$ cat src/design/fir_pkg.sv
package fir_pkg;

	localparam int SAMPLE_W     = 16;
	localparam int COEF_W       = 16;
	localparam int ACC_W        = 32;
	localparam int DIGIT_W      = 4;
	localparam int NUM_DIGITS   = SAMPLE_W / DIGIT_W;
	localparam int DIGIT_IDX_W  = $clog2(NUM_DIGITS);
	localparam int PP_W         = COEF_W + DIGIT_W + 1;
	localparam int HALF_LEN     = 12;
	localparam int HALF_IDX_W   = $clog2(HALF_LEN);
	localparam int TAPS_DEFAULT = 23;

	localparam logic signed [COEF_W-1:0] HALF_COEF [HALF_LEN] = '{
		-16'sd115,  -16'sd815,  -16'sd1533, -16'sd1255,
		 16'sd337,   16'sd1592,  16'sd499,  -16'sd2137,
		-16'sd2367,  16'sd2580,  16'sd10031, 16'sd13636
	};

	typedef enum logic [1:0] {
		ST_IDLE,
		ST_RUN,
		ST_HOLD
	} state_t;

	typedef struct packed {
		logic                   load;
		logic                   rotate;
	} line_ctrl_t;

	typedef struct packed {
		logic                   clear_acc;
		logic                   active;
		logic [DIGIT_IDX_W-1:0] digit_idx;
		logic                   last_digit;
	} mac_ctrl_t;

	// symmetric table: tap k uses min(k, taps-1-k), clamped to the center entry
	function automatic logic signed [COEF_W-1:0] coef_for(input int unsigned k,
			input int unsigned taps);
		int unsigned           m;
		logic [HALF_IDX_W-1:0] idx;
		m = taps - 1 - k;
		if (k < m) begin
			m = k;
		end
		if (m > HALF_LEN - 1) begin
			m = HALF_LEN - 1;
		end
		idx = HALF_IDX_W'(m);
		return HALF_COEF[idx];
	endfunction

endpackage

$ cat src/design/fir_delay_line.sv
module fir_delay_line #(
	parameter int TAPS = fir_pkg::TAPS_DEFAULT
) (
	input  logic                                 clk,
	input  logic                                 arst_n,
	input  fir_pkg::line_ctrl_t                  ctrl,
	input  logic signed [fir_pkg::SAMPLE_W-1:0]  sample,
	output logic signed [fir_pkg::SAMPLE_W-1:0]  tap_word
);

	// entry 0 is the newest sample; rotation walks the taps past entry 0
	logic signed [fir_pkg::SAMPLE_W-1:0] line_q [TAPS];

	always_ff @(posedge clk or negedge arst_n) begin
		if (!arst_n) begin
			for (int i = 0; i < TAPS; i++) begin
				line_q[i] <= '0;
			end
		end else if (ctrl.load) begin
			line_q[0] <= sample;
			for (int i = 1; i < TAPS; i++) begin
				line_q[i] <= line_q[i-1];
			end
		end else if (ctrl.rotate) begin
			for (int i = 0; i < TAPS - 1; i++) begin
				line_q[i] <= line_q[i+1];
			end
			line_q[TAPS-1] <= line_q[0];
		end
	end

	assign tap_word = line_q[0];

endmodule

$ cat src/design/fir_mac.sv
module fir_mac (
	input  logic                                clk,
	input  fir_pkg::mac_ctrl_t                  ctrl,
	input  logic signed [fir_pkg::SAMPLE_W-1:0] tap_word,
	input  logic signed [fir_pkg::COEF_W-1:0]   coef,
	output logic signed [fir_pkg::ACC_W-1:0]    acc
);

	logic signed [fir_pkg::ACC_W-1:0]   prod_q;
	logic signed [fir_pkg::ACC_W-1:0]   acc_q;
	logic        [fir_pkg::DIGIT_W-1:0] digit;
	logic signed [fir_pkg::DIGIT_W:0]   digit_x;
	logic signed [fir_pkg::PP_W-1:0]    pp;
	logic signed [fir_pkg::ACC_W-1:0]   prod_shift;
	logic signed [fir_pkg::ACC_W-1:0]   prod_next;

	// digits taken most significant first; only the top digit is signed
	always_comb begin
		digit = tap_word[(fir_pkg::NUM_DIGITS - 1 - int'(ctrl.digit_idx)) * fir_pkg::DIGIT_W
			+: fir_pkg::DIGIT_W];
		if (ctrl.digit_idx == '0) begin
			digit_x = {digit[fir_pkg::DIGIT_W-1], digit};
		end else begin
			digit_x = {1'b0, digit};
		end
		pp         = fir_pkg::PP_W'(coef * digit_x);
		prod_shift = (ctrl.digit_idx == '0) ? '0 : (prod_q <<< fir_pkg::DIGIT_W);
		prod_next  = prod_shift + fir_pkg::ACC_W'(pp);
	end

	always_ff @(posedge clk) begin
		if (ctrl.active) begin
			prod_q <= prod_next;
		end
	end

	always_ff @(posedge clk) begin
		if (ctrl.clear_acc) begin
			acc_q <= '0;
		end else if (ctrl.active && ctrl.last_digit) begin
			acc_q <= acc_q + prod_next;
		end
	end

	assign acc = acc_q;

endmodule

$ cat src/design/fir_filter_23_tap.sv
// In ST_RUN each sample is worked one 4-bit digit of one tap per cycle through a single
// 16x5 multiplier; then ST_HOLD loads the output register and ST_IDLE takes a new sample.
// A new sample is taken while the previous result waits; the load stalls until it leaves.
// Reset (arst_n low, asynchronous) clears the delay line to zero and empties the output.
module fir_filter_23_tap #(
	parameter int TAPS = fir_pkg::TAPS_DEFAULT
) (
	input  logic                                clk,
	input  logic                                arst_n,
	input  logic                                sample_valid,
	output logic                                sample_ready,
	input  logic signed [fir_pkg::SAMPLE_W-1:0] sample_in,
	output logic                                filtered_valid,
	input  logic                                filtered_ready,
	output logic signed [fir_pkg::SAMPLE_W-1:0] filtered_out
);

	localparam int TAP_W = (TAPS > 1) ? $clog2(TAPS) : 1;

	fir_pkg::state_t                     state_q;
	fir_pkg::state_t                     state_next;
	logic [TAP_W-1:0]                    tap_q;
	logic [fir_pkg::DIGIT_IDX_W-1:0]     digit_q;
	logic                                last_digit;
	logic                                last_tap;
	logic                                accept;
	logic                                out_load;
	logic                                out_valid_q;
	logic signed [fir_pkg::SAMPLE_W-1:0] out_q;
	fir_pkg::line_ctrl_t                 line_ctrl;
	fir_pkg::mac_ctrl_t                  mac_ctrl;
	logic signed [fir_pkg::SAMPLE_W-1:0] tap_word;
	logic signed [fir_pkg::COEF_W-1:0]   coef;
	logic signed [fir_pkg::ACC_W-1:0]    acc;

	assign last_digit = (digit_q == fir_pkg::DIGIT_IDX_W'(fir_pkg::NUM_DIGITS - 1));
	assign last_tap   = (tap_q == TAP_W'(TAPS - 1));
	assign accept     = sample_valid && sample_ready;

	always_comb begin
		state_next = state_q;
		unique case (state_q)
			fir_pkg::ST_IDLE: begin
				if (sample_valid) begin
					state_next = fir_pkg::ST_RUN;
				end
			end
			fir_pkg::ST_RUN: begin
				if (last_digit && last_tap) begin
					state_next = fir_pkg::ST_HOLD;
				end
			end
			fir_pkg::ST_HOLD: begin
				if (!out_valid_q || filtered_ready) begin
					state_next = fir_pkg::ST_IDLE;
				end
			end
			default: state_next = fir_pkg::ST_IDLE;
		endcase
	end

	always_comb begin
		sample_ready        = 1'b0;
		out_load            = 1'b0;
		line_ctrl.load      = 1'b0;
		line_ctrl.rotate    = 1'b0;
		mac_ctrl.clear_acc  = 1'b0;
		mac_ctrl.active     = 1'b0;
		mac_ctrl.digit_idx  = digit_q;
		mac_ctrl.last_digit = last_digit;
		unique case (state_q)
			fir_pkg::ST_IDLE: begin
				sample_ready       = 1'b1;
				line_ctrl.load     = sample_valid;
				mac_ctrl.clear_acc = sample_valid;
			end
			fir_pkg::ST_RUN: begin
				mac_ctrl.active  = 1'b1;
				line_ctrl.rotate = last_digit;
			end
			fir_pkg::ST_HOLD: begin
				out_load = !out_valid_q || filtered_ready;
			end
			default: begin
			end
		endcase
	end

	always_ff @(posedge clk or negedge arst_n) begin
		if (!arst_n) begin
			state_q <= fir_pkg::ST_IDLE;
			tap_q   <= '0;
			digit_q <= '0;
		end else begin
			state_q <= state_next;
			if (accept) begin
				tap_q   <= '0;
				digit_q <= '0;
			end else if (state_q == fir_pkg::ST_RUN) begin
				digit_q <= digit_q + 1'b1;
				if (last_digit && !last_tap) begin
					tap_q <= tap_q + 1'b1;
				end
			end
		end
	end

	always_ff @(posedge clk or negedge arst_n) begin
		if (!arst_n) begin
			out_valid_q <= 1'b0;
		end else if (out_load) begin
			out_valid_q <= 1'b1;
		end else if (filtered_ready) begin
			out_valid_q <= 1'b0;
		end
	end

	always_ff @(posedge clk) begin
		if (out_load) begin
			out_q <= acc[fir_pkg::SAMPLE_W + 14:15];
		end
	end

	assign coef = fir_pkg::coef_for(int'(tap_q), TAPS);

	fir_delay_line #(
		.TAPS (TAPS)
	) u_line (
		.clk      (clk),
		.arst_n   (arst_n),
		.ctrl     (line_ctrl),
		.sample   (sample_in),
		.tap_word (tap_word)
	);

	fir_mac u_mac (
		.clk      (clk),
		.ctrl     (mac_ctrl),
		.tap_word (tap_word),
		.coef     (coef),
		.acc      (acc)
	);

	assign filtered_valid = out_valid_q;
	assign filtered_out   = out_q;

endmodule
$ cat config.mk
export PLATFORM = sky130hd
export DESIGN_NAME = fir_filter_23_tap
export DESIGN_NICKNAME = d
export VERILOG_FILES = /design/src/design/fir_pkg.sv /design/src/design/fir_delay_line.sv /design/src/design/fir_mac.sv /design/src/design/fir_filter_23_tap.sv
export SDC_FILE = /design/constraint.sdc
export NUM_CORES = 1
export LEC_CHECK = 0
export BUFFER_PORTS_ARGS = -buffer_cell sky130_fd_sc_hd__buf_4
export CORE_MARGIN = 4
export CORE_UTILIZATION = 65
export CTS_CLUSTER_DIAMETER = 40
export DETAILED_ROUTE_END_ITERATION = 6
export PLACE_DENSITY = 0.82
export SYNTH_ARGS = -nofsm -noshare
export SYNTH_HDL_FRONTEND = slang
export SYNTH_SLANG_ARGS = --single-unit
$ cat constraint.sdc
create_clock -name clk -period 17.1 [get_ports clk]
set_input_delay 3.42 -clock clk [delete_from_list [all_inputs] [get_ports clk]]
set_output_delay 3.42 -clock clk [all_outputs]
set_load 0.1 [all_outputs]
==> results of run 1 <==
-- critical path: cells and delay by family (launching register included) --
family          cells  cell delay (ns)
mux                 1             0.25
fa+ha+maj           9             3.46
simple gates        4             1.16
buf+inv             5             0.91
compound gates     18             3.34
flops               1             0.51
xor+xnor            3             0.75
-- final timing paths --
kind / end / slack (ns) / cells past startpoint
worst min register to register: u_mac.acc[3]$_SDFFE_PP0P_ / 0.46 / 2
worst min-delay path: u_mac.acc[3]$_SDFFE_PP0P_ / 0.46 / 2
worst max register to register: u_mac.acc[30]$_SDFFE_PP0P_ / 6.57 / 40
worst max-delay path: u_mac.acc[30]$_SDFFE_PP0P_ / 6.57 / 40
max in group asynchronous: tap_q[3]$_DFFE_PN0P_ / 12.60 / 2
min in group asynchronous: u_line.line_q[177]$_DFFE_PN0P_ / 2.89 / 1
-- registers in the layout (all words and copies together) (netlist names) --
name             cells
u_line.line_q      352
u_mac.acc           31
u_mac.prod_q        27
filtered_out        16
u_line.tap_word     16
tap_q                5
digit_q              2
state_q              2
filtered_valid       1
-- cells by family after synthesis --
logic type / Yosys count
buffers and inverters: 284
xor gates and xnor gates: 51
adders and majority gates: 204
and+or+nand+nor: 1412
AOI/OAI and AO/OA: 590
DFF: 452
muxes: 19
-- area by class of cell --
cell class	instances	area [sq um]
tap	518	648
sequential	452	11400
multi-input combinational	2276	13400
antenna	5	12.5
clock buffer	71	1630
inverter	93	349
clock inverter	37	383
fill	2842	10700
timing repair buffer	56	478
-- cell usage after synthesis, drive strengths merged (31+ instances only) --
library cell,instances,area share (%)
o21ai,50,1.0
a21oi,74,1.5
edfxtp,43,5.0
nor2,455,6.6
inv,93,1.4
dfrtp,378,37
ha,108,5.2
clkbuf,179,2.6
fa,96,7.5
nand2,824,12
dfxtp,31,2.4
xnor2,36,1.2
a31oi,378,9.2
-- cells in the final DEF, fill, tap and decap left out, drive strengths merged, types with 56 or more instances in the layout --
master  Yosys  layout
nor2      455     455
inv        93     104
a31oi     378     378
buf        12      56
fa         96      96
a21oi      74      74
ha        108     108
clkbuf    179      71
dfrtp     378     378
nand2     824     824
-- routing by layer --
metal / global-route usage [%] / vias to the layer above / wire [um]
li1: - / 9975 / -
met1: 36.4 / 10100 / 24500
met2: 41.1 / 610 / 26900
met3: 3.57 / 111 / 2910
met4: 9.76 / 0 / 1810
met5: 0 / - / 0
-- metrics by stage --
step | instances | hold WS [ns] | setup WS [ns] | utilization (%) | cell area, sq um
final | 3508 | 0.458 | 6.57 | 72.5 | 28200
after global routing | 3508 | 0.474 | 5.64 | 72.5 | 28200
after CTS | 3503 | 0.456 | 6.55 | 72.5 | 28200
after detailed placement | 3395 | 0.448 | 6.58 | 67.3 | 26200
after global placement | 3395 | 0.444 | 6.98 | 67.3 | 26200
after floorplan | 3012 | 0.431 | 7.78 | - | 25800
==> impl_metrics.env, run 1 <==
export IMPL_run_status="finished, final reports clean"
export IMPL_first_pass_iters=6
export IMPL_avgSynthCellArea_sq_um=8.56
export IMPL_clock_sinks=452
export IMPL_syn_inst=3012
export IMPL_vias=20800
export IMPL_synth_edf_count=43
export IMPL_synth_simple_area_share_pct=21.8
export IMPL_max_cap_violations=0
export IMPL_slew_violations=0
export IMPL_insertion_delay_ns=0.61
export IMPL_synth_net_count=3236
export IMPL_dieArea_sq_mm=0.0429
export IMPL_antenna_left=0
export IMPL_timing_rr_start="tap_q[1]$_DFFE_PN0P_"
export IMPL_hp_class="flop to flop"
export IMPL_io_pins=38
export IMPL_worstSetupPathType="flop to flop"
export IMPL_grt_overflow=0
export IMPL_cts_tree="built"
export IMPL_synth_top_family_by_area="simple AND/OR/NAND/NOR gates"
export IMPL_hpwlAfterDp_um=35500
export IMPL_synthArstFlopShare_pct=83.6
export IMPL_finalSetupViolations=0
export IMPL_clk_pin_slew_ns=0.06
export IMPL_place_congestion=0.897
export IMPL_numCtsBuffers=58
export IMPL_start_kind="flop"
export IMPL_fin_nets=3161
export IMPL_h_tree_depth=2
export IMPL_yosysSeqAreaShare_pct=44.1
export IMPL_grt_use_total_pct=25.7
export IMPL_drc=0
export IMPL_worst_pin_slew_ns=1.09
export IMPL_synth_fa_ha_area_share_pct=12.7
export IMPL_setup_tns_ns=0
export IMPL_initial_core_util_pct=66.2
export IMPL_yosys_area_share_xor_xnor_pct=1.79
export IMPL_ys_ff_latch=452
export IMPL_drt_iter0_markers=2002
export IMPL_cts_setup_buffers=0
export IMPL_rows=72
export IMPL_slowest_stage="nor2_1"
export IMPL_antenna_found_initial=5
export IMPL_grt_max_degree=266
export IMPL_synth_compound_area_share_pct=14.6
export IMPL_skew_ns=0.0161
export IMPL_crit_fanout=10
export IMPL_port_buffers=37
export IMPL_cts_buffer_depth=3
export IMPL_period_share_pct=61.6
export IMPL_crit_path_max_incr_delay_ns=0.73
export IMPL_synth_mux_area_share_pct=0.835
export IMPL_synth_area_sq_mm=0.0258
export IMPL_rsz0062_at_grt="false"
export IMPL_cts_root_buf="clkbuf_16"
export IMPL_core_sq_mm=0.0389
export IMPL_synthFlopType="dfrtp_1"
export IMPL_max_freq_mhz=94.9
export IMPL_syn2layout_area_growth_pct=9.49
export IMPL_min_from="u_mac.acc[3]$_SDFFE_PP0P_"
export IMPL_cts_resized_gates=0
export IMPL_yosys_cell_types_count=76
export IMPL_crit_required_ns=17.58
export IMPL_cpMostUsedCell="ha_1"
export IMPL_routed_wl_um=56200
export IMPL_grt_pass1_wl_um=94900
export IMPL_yosysWarnings=0
export IMPL_vias_per_cell=5.94
export IMPL_hold_viol=0
export IMPL_min_period_ns=10.53
export IMPL_slew_headroom_pct=27.5
export IMPL_cts_hold_buf=0
export IMPL_crit_start="tap_q[1]$_DFFE_PN0P_"
export IMPL_die_x_um=207
export IMPL_grt_pass1_vias=19800
export IMPL_arrival_ns=11.01
export IMPL_drive_gt1_share_pct=6.67
export IMPL_die_h_um=207
export IMPL_end_kind="flop"
export IMPL_wl_per_cell_um=16.0
Power of run 1 is not shown: default switching activity piles up to over one toggle a cycle in this logic, so the estimate is an artifact.
==> inputs of run 2 (changes only) <==
--- a/config.mk
+++ b/config.mk
@@ -7,10 +7,10 @@
 export LEC_CHECK = 0
 export BUFFER_PORTS_ARGS = -buffer_cell sky130_fd_sc_hd__buf_4
 export CORE_MARGIN = 4
-export CORE_UTILIZATION = 65
+export CORE_UTILIZATION = 58
 export CTS_CLUSTER_DIAMETER = 40
 export DETAILED_ROUTE_END_ITERATION = 6
-export PLACE_DENSITY = 0.82
+export PLACE_DENSITY = 0.77
 export SYNTH_ARGS = -nofsm -noshare
 export SYNTH_HDL_FRONTEND = slang
 export SYNTH_SLANG_ARGS = --single-unit
==> constraint.sdc (replaced) <==
create_clock -name clk -period 8.6 [get_ports clk]
set_input_delay 1.72 -clock clk [delete_from_list [all_inputs] [get_ports clk]]
set_output_delay 1.72 -clock clk [all_outputs]
set_load 0.1 [all_outputs]
==> impl_metrics.env, run 2 (same netlist as run 1, synthesis figures left out) <==
export IMPL_run_status="finished, violations left"
export IMPL_violations="setup timing"
export IMPL_fin_cells=3655
export IMPL_first_pass_iters=7
export IMPL_largest_reg_flops=352
export IMPL_drc=0
export IMPL_die_h_um=219
export IMPL_finalSetupViolations=3
export IMPL_slew_headroom_pct=15.8
export IMPL_port_buffers=37
export IMPL_max_freq_mhz=115
export IMPL_layout_setup_ws_ns=-0.0728
export IMPL_cts_buffer_depth=3
export IMPL_fin_nets=3250
export IMPL_vias=21100
export IMPL_routed_wl_um=58100
export IMPL_regMostFlops="u_line.line_q"
export IMPL_worst_pin_slew_ns=1.26
export IMPL_drive_gt1_share_pct=13.2
export IMPL_end_kind="flop"
export IMPL_crit_required_ns=9.08
export IMPL_antenna_found_initial=0
export IMPL_hold_viol=0
export IMPL_worstSetupPathType="flop to flop"
export IMPL_wl_per_cell_um=15.9
export IMPL_crit_path_max_incr_delay_ns=0.59
export IMPL_clk_pin_slew_ns=0.06
export IMPL_slew_violations=0
export IMPL_initial_core_util_pct=59.2
export IMPL_grt_overflow=0
export IMPL_dieArea_sq_mm=0.0479
export IMPL_insertion_delay_ns=0.62
export IMPL_grt_use_total_pct=24.1
export IMPL_rsz0062_at_grt="true"
export IMPL_rows=76
export IMPL_drt_iter0_markers=1801
export IMPL_skew_ns=0.0196
export IMPL_fillers=3362
export IMPL_syn2layout_area_growth_pct=15.2
export IMPL_io_pins=38
export IMPL_cts_root_buf="clkbuf_16"
export IMPL_cpMostUsedCell="fa_1"
export IMPL_die_x_um=219
export IMPL_hold_worst_slack_ns=0.458
export IMPL_h_tree_depth=2
export IMPL_layout_common_cells="nand2_1, nor2_1, dfrtp_1, a31oi_1, buf_4"
export IMPL_crit_fanout=4
export IMPL_clock_sinks=452
export IMPL_vias_per_cell=5.77
export IMPL_mostFrequentLayoutCell="nand2_1"
export IMPL_antenna_left=0
export IMPL_hpwlAfterDp_um=36900
export IMPL_cts_tree="built"
export IMPL_cts_hold_buf=0
export IMPL_min_period_ns=8.67
export IMPL_grt_pass1_wl_um=97500
export IMPL_grt_pass1_vias=20100
export IMPL_grt_max_degree=299
export IMPL_core_sq_mm=0.0436
export IMPL_slowest_stage="fa_1"
export IMPL_place_ws_ns=-0.240
export IMPL_antenna_cells=0
export IMPL_hp_class="flop to flop"
export IMPL_max_cap_violations=0
export IMPL_place_congestion=0.894
export IMPL_numCtsBuffers=55
export IMPL_period_share_pct=101
export IMPL_dpl_cell_count=3524
export IMPL_arrival_ns=9.15
export IMPL_start_kind="flop"
[run 2: critical path: cells and delay by family (launching register included)]
| kind | cells | cell delay, ns |
|---|---|---|
| XOR/XNOR | 2 | 0.43 |
| AND/OR/NAND/NOR | 4 | 0.59 |
| multiplexers | 2 | 0.33 |
| flip-flops | 1 | 0.39 |
| adder cells (fa/ha/maj) | 10 | 3.58 |
| AO/OA/AOI/OAI | 14 | 2.89 |
| buffers and inverters | 5 | 0.37 |
[run 2: layout make-up]
type                            count  area, sq um  area share, %
Multi-Input combinational cell   2276        14200           47.7
Sequential cell                   452        11400           38.3
Clock buffer                       67         1490           5.03
Timing Repair Buffer              148         1190           4.02
Tap cell                          585          732           2.47
Clock inverter                     34          387           1.30
Inverter                           93          359           1.21
[run 2: through the flow]
step / util [%] / cell area (sq um) / TNS [ns]
floorplan: - / 26000 / 0
global placement: 61.9 / 27000 / 0
detailed placement: 61.9 / 27000 / -0.916
CTS: 66.7 / 29000 / -0.176
global route: 68.2 / 29700 / -3.42
finish: 68.2 / 29700 / -0.156
[run 2: final timing paths]
path / startpoint / end / slack (ns) / depth (start not counted)
worst max-delay path: tap_q[1]$_DFFE_PN0P_ / u_mac.acc[27]$_SDFFE_PP0P_ / -0.07 / 37
worst min-delay path: u_mac.acc[9]$_SDFFE_PP0P_ / u_mac.acc[9]$_SDFFE_PP0P_ / 0.46 / 2
worst max register to register: tap_q[1]$_DFFE_PN0P_ / u_mac.acc[27]$_SDFFE_PP0P_ / -0.07 / 37
worst min register to register: u_mac.acc[9]$_SDFFE_PP0P_ / u_mac.acc[9]$_SDFFE_PP0P_ / 0.46 / 2
max in group asynchronous: arst_n / u_line.line_q[286]$_DFFE_PN0P_ / 6.19 / 2
min in group asynchronous: arst_n / u_line.line_q[159]$_DFFE_PN0P_ / 1.02 / 1
[run 2: per-layer routing]
layer | wire (um) | GRT usage [%] | up-vias | part of all wire (%)
met3 | 2490 | 3.57 | 102 | 4.3
li1 | - | - | 10100 | -
met2 | 28100 | 38.8 | 461 | 48
met4 | 1600 | 7.39 | 0 | 2.8
met5 | 0 | 0 | - | 0
met1 | 25900 | 34.2 | 10400 | 45
[run 2: timing repair]
action                     4_1_cts  5_1_grt
setup endpoints to repair       10       19
pin swaps                       25       70
resized for setup               29       99
buffers inserted                 9       21
Power of run 2 is left out for the same reason.
==> inputs of run 3 (changes only) <==
==> constraint.sdc (replaced) <==
create_clock -name clk -period 7.4 [get_ports clk]
set_input_delay 1.48 -clock clk [delete_from_list [all_inputs] [get_ports clk]]
set_output_delay 1.48 -clock clk [all_outputs]
set_load 0.1 [all_outputs]
==> impl_metrics.env, run 3 (same netlist as run 1, synthesis figures left out) <==
export IMPL_cts_buffer_depth=3
export IMPL_fin_nets=3408
export IMPL_drive_gt1_share_pct=18.8
export IMPL_grt_use_total_pct=25.6
export IMPL_antenna_found_initial=4
export IMPL_crit_path_max_incr_delay_ns=0.53
export IMPL_insertion_delay_ns=0.63
export IMPL_hp_class="flop to flop"
export IMPL_grt_max_degree=243
export IMPL_worstSetupPathType="flop to flop"
export IMPL_wl_per_cell_um=16.6
export IMPL_vias=22400
export IMPL_antenna_left=0
export IMPL_finalSetupViolations=24
export IMPL_cpMostUsedCell="ha_4"
export IMPL_slew_headroom_pct=23.1
export IMPL_drt_iter0_markers=2171
export IMPL_regMostFlops="u_line.line_q"
export IMPL_grt_pass1_vias=21500
export IMPL_max_cap_violations=0
export IMPL_first_pass_iters=7
export IMPL_hpwlAfterDp_um=38200
export IMPL_run_status="finished, violations left"
export IMPL_core_sq_mm=0.0436
export IMPL_multi_input_area_sq_mm=0.0144
export IMPL_period_share_pct=122
export IMPL_end_kind="flop"
export IMPL_io_pins=38
export IMPL_drc=2
export IMPL_die_h_um=219
export IMPL_grt_overflow=0
export IMPL_min_period_ns=9.01
export IMPL_clk_pin_slew_ns=0.06
export IMPL_syn2layout_area_growth_pct=22.3
export IMPL_dpl_instance_area_sq_mm=0.0281
export IMPL_rows=76
export IMPL_die_x_um=219
export IMPL_fillers=3035
export IMPL_crit_fanout=5
export IMPL_max_freq_mhz=111
export IMPL_hold_viol=0
export IMPL_slowest_stage="fa_1"
export IMPL_clock_sinks=452
export IMPL_place_congestion=0.851
export IMPL_slew_violations=0
export IMPL_start_kind="flop"
export IMPL_violations="DRC, setup timing"
export IMPL_worst_pin_slew_ns=1.15
export IMPL_dieArea_sq_mm=0.0479
export IMPL_initial_core_util_pct=59.2
export IMPL_crit_required_ns=7.94
export IMPL_vias_per_cell=5.85
export IMPL_cts_tree="built"
export IMPL_hold_worst_slack_ns=0.461
export IMPL_largest_reg_flops=352
export IMPL_layout_common_cells="nand2_1, nor2_1, dfrtp_1, a31oi_1, buf_4"
export IMPL_port_buffers=37
export IMPL_stdcell_area_sq_mm=0.0315
export IMPL_rsz0062_at_grt="true"
export IMPL_layout_setup_ws_ns=-1.61
export IMPL_numCtsBuffers=61
export IMPL_place_ws_ns=-1.30
export IMPL_final_seq_area_sq_mm=0.0114
export IMPL_cts_root_buf="clkbuf_16"
export IMPL_mostFrequentLayoutCell="nand2_1"
export IMPL_grt_pass1_wl_um=103000
export IMPL_routed_wl_um=63500
export IMPL_arrival_ns=9.55
export IMPL_h_tree_depth=2
export IMPL_skew_ns=0.0261
[run 3: what timing repair did]
item | 4_1_cts | 5_1_grt
resized for setup | 77 | 93
hold buffers | 0 | 0
pin swaps | 99 | 84
buffers inserted | 30 | 15
setup endpoints to repair | 22 | 25
hold endpoints to repair | 0 | 0
cloned | 0 | 0
[run 3: through the flow]
| step | cells | utilization (%) | setup TNS [ns] |
|---|---|---|---|
| after detailed placement | 3663 | 64.6 | -19.65 |
| after global placement | 3663 | 64.6 | -15.23 |
| final | 3824 | 72.4 | -25.12 |
| after global routing | 3824 | 72.4 | -31.92 |
| after CTS | 3807 | 71.0 | -17.13 |
| after floorplan | 3012 | - | -11.01 |
[run 3: worst paths after layout]
path	from	endpoint	slack, ns	depth (start not counted)
max	tap_q[1]$_DFFE_PN0P_	u_mac.acc[28]$_SDFFE_PP0P_	-1.61	42
min	u_mac.acc[6]$_SDFFE_PP0P_	u_mac.acc[6]$_SDFFE_PP0P_	0.46	2
max reg2reg	tap_q[1]$_DFFE_PN0P_	u_mac.acc[28]$_SDFFE_PP0P_	-1.61	42
min reg2reg	u_mac.acc[6]$_SDFFE_PP0P_	u_mac.acc[6]$_SDFFE_PP0P_	0.46	2
max in group asynchronous	arst_n	u_line.line_q[72]$_DFFE_PN0P_	4.94	2
min in group asynchronous	arst_n	u_line.line_q[249]$_DFFE_PN0P_	0.93	1
[run 3: area by class of cell]
| cell class | instances | area share, % |
|---|---|---|
| diodes | 3 | 0.0238 |
| clock buffers | 75 | 5.36 |
| clock inverters | 40 | 1.69 |
| inverters | 93 | 1.13 |
| multi-input cells | 2276 | 45.7 |
| flip-flops and latches | 452 | 36.1 |
| well taps | 585 | 2.32 |
| repair buffers | 300 | 7.67 |
[run 3: critical path: cells and delay by family (launching register included)]
kind,cells,cell delay (ns)
compound gates,18,3.50
fa+ha+maj,9,2.84
buf+inv,7,0.95
simple gates,5,0.52
flops,1,0.41
xor+xnor,2,0.37
mux,1,0.35
[run 3: per-layer routing]
| layer | part of all wire [%] | wire (um) | global-route usage, % |
|---|---|---|---|
| met1 | 42 | 26900 | 34.8 |
| met2 | 49 | 30800 | 41.1 |
| met3 | 5.1 | 3250 | 3.70 |
| met4 | 4.0 | 2530 | 11.5 |
| met5 | 0.020 | 13 | 0 |
Power of run 3 is left out for the same reason.
